## config.mk

```make
export PLATFORM = sky130hd
export DESIGN_NAME = siq_cell
export DESIGN_NICKNAME = d
export VERILOG_FILES = /design/src/hw/rtl/siq_pkg.sv /design/src/hw/rtl/siq_cell.sv
export SDC_FILE = /design/constraint.sdc
export NUM_CORES = 1
export LEC_CHECK = 0
export BUFFER_PORTS_ARGS = -buffer_cell sky130_fd_sc_hd__buf_2
export CORE_AREA = 2 2 188 190
export DETAILED_ROUTE_END_ITERATION = 6
export DIE_AREA = 0 0 190 192
export REMOVE_ABC_BUFFERS = 1
export SLEW_MARGIN = 20
export SYNTH_ARGS = -nofsm -noshare
export SYNTH_HDL_FRONTEND = slang
export SYNTH_SLANG_ARGS = --single-unit
export TNS_END_PERCENT = 50
```

## constraint.sdc

```tcl
create_clock -name clk -period 4.7 [get_ports clk]
set_input_delay 0.235 -clock clk [delete_from_list [all_inputs] [get_ports clk]]
set_output_delay 0.235 -clock clk [all_outputs]
set_load 0.01 [all_outputs]
```

## src/hw/rtl/siq_pkg.sv

```systemverilog
package siq_pkg;

	localparam int QUEUE_DEPTH = 16;
	localparam int TIME_BITS   = 32;
	localparam int ID_W        = 16;
	localparam int CNT_W       = $clog2(QUEUE_DEPTH + 1);
	localparam int UTIME_W     = TIME_BITS - 1;

	typedef enum logic [2:0] {
		CMD_APPEND  = 3'd0,
		CMD_SORTED  = 3'd1,
		CMD_REMOVE  = 3'd2,
		CMD_AGE_BLK = 3'd3,
		CMD_AGE_WAI = 3'd4
	} cmd_t;

	typedef enum logic [1:0] {
		ERR_NONE  = 2'd0,
		ERR_FULL  = 2'd1,
		ERR_EMPTY = 2'd2
	} err_t;

	// what every cell does
	typedef enum logic [2:0] {
		OP_HOLD,
		OP_INSERT,
		OP_REMOVE,
		OP_AGE_BLK,
		OP_AGE_WAI
	} op_t;

	typedef struct packed {
		logic [ID_W-1:0]             id;
		logic signed [TIME_BITS-1:0] blocking;
		logic [UTIME_W-1:0]          burst;
		logic [UTIME_W-1:0]          waiting;
	} entry_t;

	typedef struct packed {
		op_t                op;
		logic               sorted;
		logic               key_sel;
		logic [UTIME_W-1:0] elapsed;
	} cell_ctl_t;

endpackage

```

## src/hw/rtl/siq_cell.sv

```systemverilog
module siq_cell
	import siq_pkg::*;
(
	input  logic      clk,
	input  cell_ctl_t ctl,
	input  entry_t    new_entry,
	input  entry_t    left_entry,
	input  entry_t    right_entry,
	input  logic      occupied,
	input  logic      found_in,
	output logic      found_out,
	output entry_t    entry
);

	entry_t               entry_q;
	logic                 greater;
	logic                 hit;
	logic [TIME_BITS:0]   diff;
	logic [TIME_BITS-1:0] sum;
	logic signed [TIME_BITS-1:0] blk_aged;
	logic [UTIME_W-1:0]   wai_aged;

	always_comb begin
		if (ctl.key_sel) begin
			greater = new_entry.burst < entry_q.burst;
		end else begin
			greater = $signed(new_entry.blocking) < $signed(entry_q.blocking);
		end
		// first cell that is empty or, for a sorted insert, holds a strictly greater key takes the request
		hit       = !occupied || (ctl.sorted && greater);
		found_out = found_in || hit;
	end

	always_comb begin
		diff = {entry_q.blocking[TIME_BITS-1], entry_q.blocking} - {2'b00, ctl.elapsed};
		if (diff[TIME_BITS] != diff[TIME_BITS-1]) begin
			blk_aged = {1'b1, {(TIME_BITS-1){1'b0}}};
		end else begin
			blk_aged = diff[TIME_BITS-1:0];
		end
		sum = {1'b0, entry_q.waiting} + {1'b0, ctl.elapsed};
		if (sum[TIME_BITS-1]) begin
			wai_aged = {UTIME_W{1'b1}};
		end else begin
			wai_aged = sum[UTIME_W-1:0];
		end
	end

	always_ff @(posedge clk) begin
		case (ctl.op)
			OP_INSERT: begin
				if (found_in) begin
					entry_q <= left_entry;
				end else if (hit) begin
					entry_q <= new_entry;
				end
			end
			OP_REMOVE:  entry_q <= right_entry;
			OP_AGE_BLK: entry_q.blocking <= blk_aged;
			OP_AGE_WAI: entry_q.waiting <= wai_aged;
			default: ;
		endcase
	end

	assign entry = entry_q;

endmodule

```

==> impl_results.md <==
* Type of the most critical hold path: in -> reg
* CP max FO at 28
* Clock root cell: clkbuf_16
* DR vias/cell at ~5.2
* Longest Clk Path Bufs at 2
* Slowest stage delay, CP at roughly 0.44 ns
* Syn avg cell area at 8.97 µm²
* IO Pins at 480
* Sw Share at 0.372
* Core Area at approximately 34000 µm²
* Commonest cells after routing, fill and taps aside: buf_2, ha_1, nand2_1, o21ai_0
* Vias in the first global route at 10900
* R2R Setup Slk at 0.49 ns
* HPWL after DPL at 34.3 mm
* Die Ht at ~190 µm
* Peak VDD IR at around 0.00018 V
* Commonest non-fill, non-tap cell in the layout: buf_2
* Asr flop ratio synth at 0
* Total number of vias at 10900
* Most used flip-flop cell after synthesis: edfxtp_1
* FF-to-FF Start: entry[68]
* P_int at 2.17 mW
* Area share of the largest cell type after synthesis at 0.307
* Fin. Hold Viols at 0
* Max Fclk at between 200 and 250 MHz
* Worst setup SP type: register
* Net Switching at 1.28 mW
* Slowest cell on the critical path: edfxtp_1
* Fraction of final layout cells sized beyond drive strength 1 at 0.323
* Drt total wl at 41.6 mm
* Combinational fraction of design power at 0.406
* Largest net degree at the start of global routing at 61
* DRT iter0 DRCs at ~550
* Warnings, synthesis at 0
* CTS resizes at 0
* Tot Pwr at ~3.5 mW
* I/O Buffers at 479
* Flop pwr share at 0.363
* Final Critical Period at 4.21 ns
* Post-synth EDFFs at 110
* Setup CP Type: reg -> reg
* GRT overflow at 0
* Largest register FFs at 110
* Reg2Reg Capture Point: entry[65]
* Initial antenna violation count at 6
* Die X at 190 µm
* Site Rows at 68
* Final setup viols at 0
* Leakage power at ~6.8 nW
* Final #Nets at 2139
* PwrDens at 247 nW/µm²
* Clk Latency, worst-skew pair at between 0.3 and 0.4 ns
* Final slew viol count at 0
* Critical Path RT at around 5.0 ns
* Worst Reg-to-Reg Cells at 15
* Synth area leader: edfxtp_1
* Hold_sp: right_entry[105]
* # DRC at 0
* CTS clock-pin slew for the worst setup and hold paths at 0.09 ns
* Worst setup EP type: register
* CTS buffer count at 9
* Final period util at 0.896
* Mapped Cells at 1197
* Synthesized cell area at 10700 µm²
* Hold path depth at 3
* Global Route Usage Sum at 0.221
* Initial Utilization at 0.313
* Synth area leaders: edfxtp_1, ha_1, mux2i_1, o21ai_0, nand2_1
* Sink Count at 110
* CP cell instances: ha_1, a21o_1, or3_1, o21ai_2, o21ai_2, a21boi_2, a31oi_1, a221o_1, a21oi_1, xnor2_1, ha_1, or3_1, buf_4, a211oi_1, a311o_1
* #FFs+latches synth at 110
* CP arrival at about 4.5 ns
* Max-cap violations at 0
* Postcts setup bufs at 0
* Worst slew margin relative to its limit at 0.576
* Distinct cells, synth at 61
* Clk_skew at 0.0115 ns
* CTS H-Tree Depth at 3
* Outcome: complete, no violations
* CTS tree: done
* Pre-Repair DR Iteration Count at 6
* RSZ-0062 raised after global routing: no
* WL per Instance at just under 20 µm
* Worst-Margin Slew at ~0.64 ns
* GPL Wtd Cong at 0.919
* Clk pwr share at 0.231
* WHS Endpoint: entry[105]
* Post-route ant nets at 0
* Synthesis-to-finish area growth at 30.0%
* Full die area at 36500 µm²
* # hold bufs at CTS at 0
* WHS at 0.135 ns
* Global-route wire length before repair at 61.3 mm
* Sequential area share after synthesis at 0.307
-- stage by stage --
stage | instance area, µm² | std cells | setup slack, ns | setup TNS [ns] | util
6_report | 14000 | 2109 | 0.488 | 0 | 0.407
5_1_grt | 14000 | 2108 | 0.179 | 0 | 0.407
4_1_cts | 14000 | 2104 | 0.485 | 0 | 0.407
3_5_place_dp | 13700 | 2088 | 0.508 | 0 | 0.399
3_3_place_gp | 13700 | 2088 | 0.601 | 0 | 0.399
2_1_floorplan | 10500 | 1141 | -1.37 | -48.38 | -
-- cell usage after synthesis (all sizes together), types with 13 or more instances --
| cell | number |
|---|---|
| ha | 124 |
| o21ai | 118 |
| nand2 | 112 |
| edfxtp | 110 |
| inv | 110 |
| mux2i | 107 |
| a21oi | 74 |
| clkbuf | 48 |
| nor2 | 47 |
| a21o | 44 |
| nand3 | 37 |
| o211ai | 30 |
| xor2 | 28 |
| o221ai | 26 |
| xnor2 | 26 |
| nand4 | 19 |
| o21bai | 16 |
| a211oi | 13 |
-- power groups by stage --
| stage | Sequential (mW) | Clock, mW | Combinational [mW] |
|---|---|---|---|
| 6_report | 1.25 | 0.800 | 1.40 |
| 5_1_grt | 1.26 | 0.860 | 1.56 |
| 4_1_cts | 1.25 | 0.831 | 1.41 |
| 3_5_place_dp | 1.27 | 0 | 1.41 |
| 3_3_place_gp | 1.27 | 0 | 1.39 |
| 2_1_floorplan | 1.29 | 0 | 0.809 |
-- cell families after synthesis --
kind of cell,share of synthesized area
multiplexers,0.103
buffers and inverters,0.0582
flip-flops,0.307
AND/OR/NAND/NOR,0.109
XOR/XNOR,0.0440
AO/OA/AOI/OAI,0.230
adder cells (fa/ha/maj),0.148
-- routing by layer --
layer / GRT usage / up-vias / part of all wire
met5: 0 / - / 0.00024
li1: - / 5341 / -
met2: 0.395 / 412 / 0.50
met4: 0.0772 / 2 / 0.023
met1: 0.263 / 5072 / 0.41
met3: 0.0442 / 47 / 0.065
-- worst max-delay path: cells and delay by family (launching register included) --
family                   cells  cell delay [ns]
buffers and inverters        1             0.24
AND/OR/NAND/NOR              2             0.69
adder cells (fa/ha/maj)      2             0.70
XOR/XNOR                     1             0.14
AO/OA/AOI/OAI                9             1.86
flip-flops                   1             0.44
-- layout make-up --
class                      count  area, µm²
multi-input combinational    921       6860
antenna                        5       12.5
inverter                     110        413
sequential                   110       3300
clock inverter                 6       53.8
fill                        3554      20300
clock buffer                  10        229
tap                          455        569
timing repair buffer         492       2530
-- how the worst max path moves through the flow --
stage | startpoint | endpoint | slack, ns | cells after the start
floorplan | ctl[35] | entry[0] | -1.37 | 4
global placement | ctl[6] | entry[65] | 0.60 | 17
detailed placement | entry[68] | entry[65] | 0.51 | 15
CTS | entry[68] | entry[65] | 0.48 | 15
global route | entry[68] | entry[65] | 0.18 | 15
finish | entry[68] | entry[65] | 0.49 | 15
(Power assumes the default switching activity.)
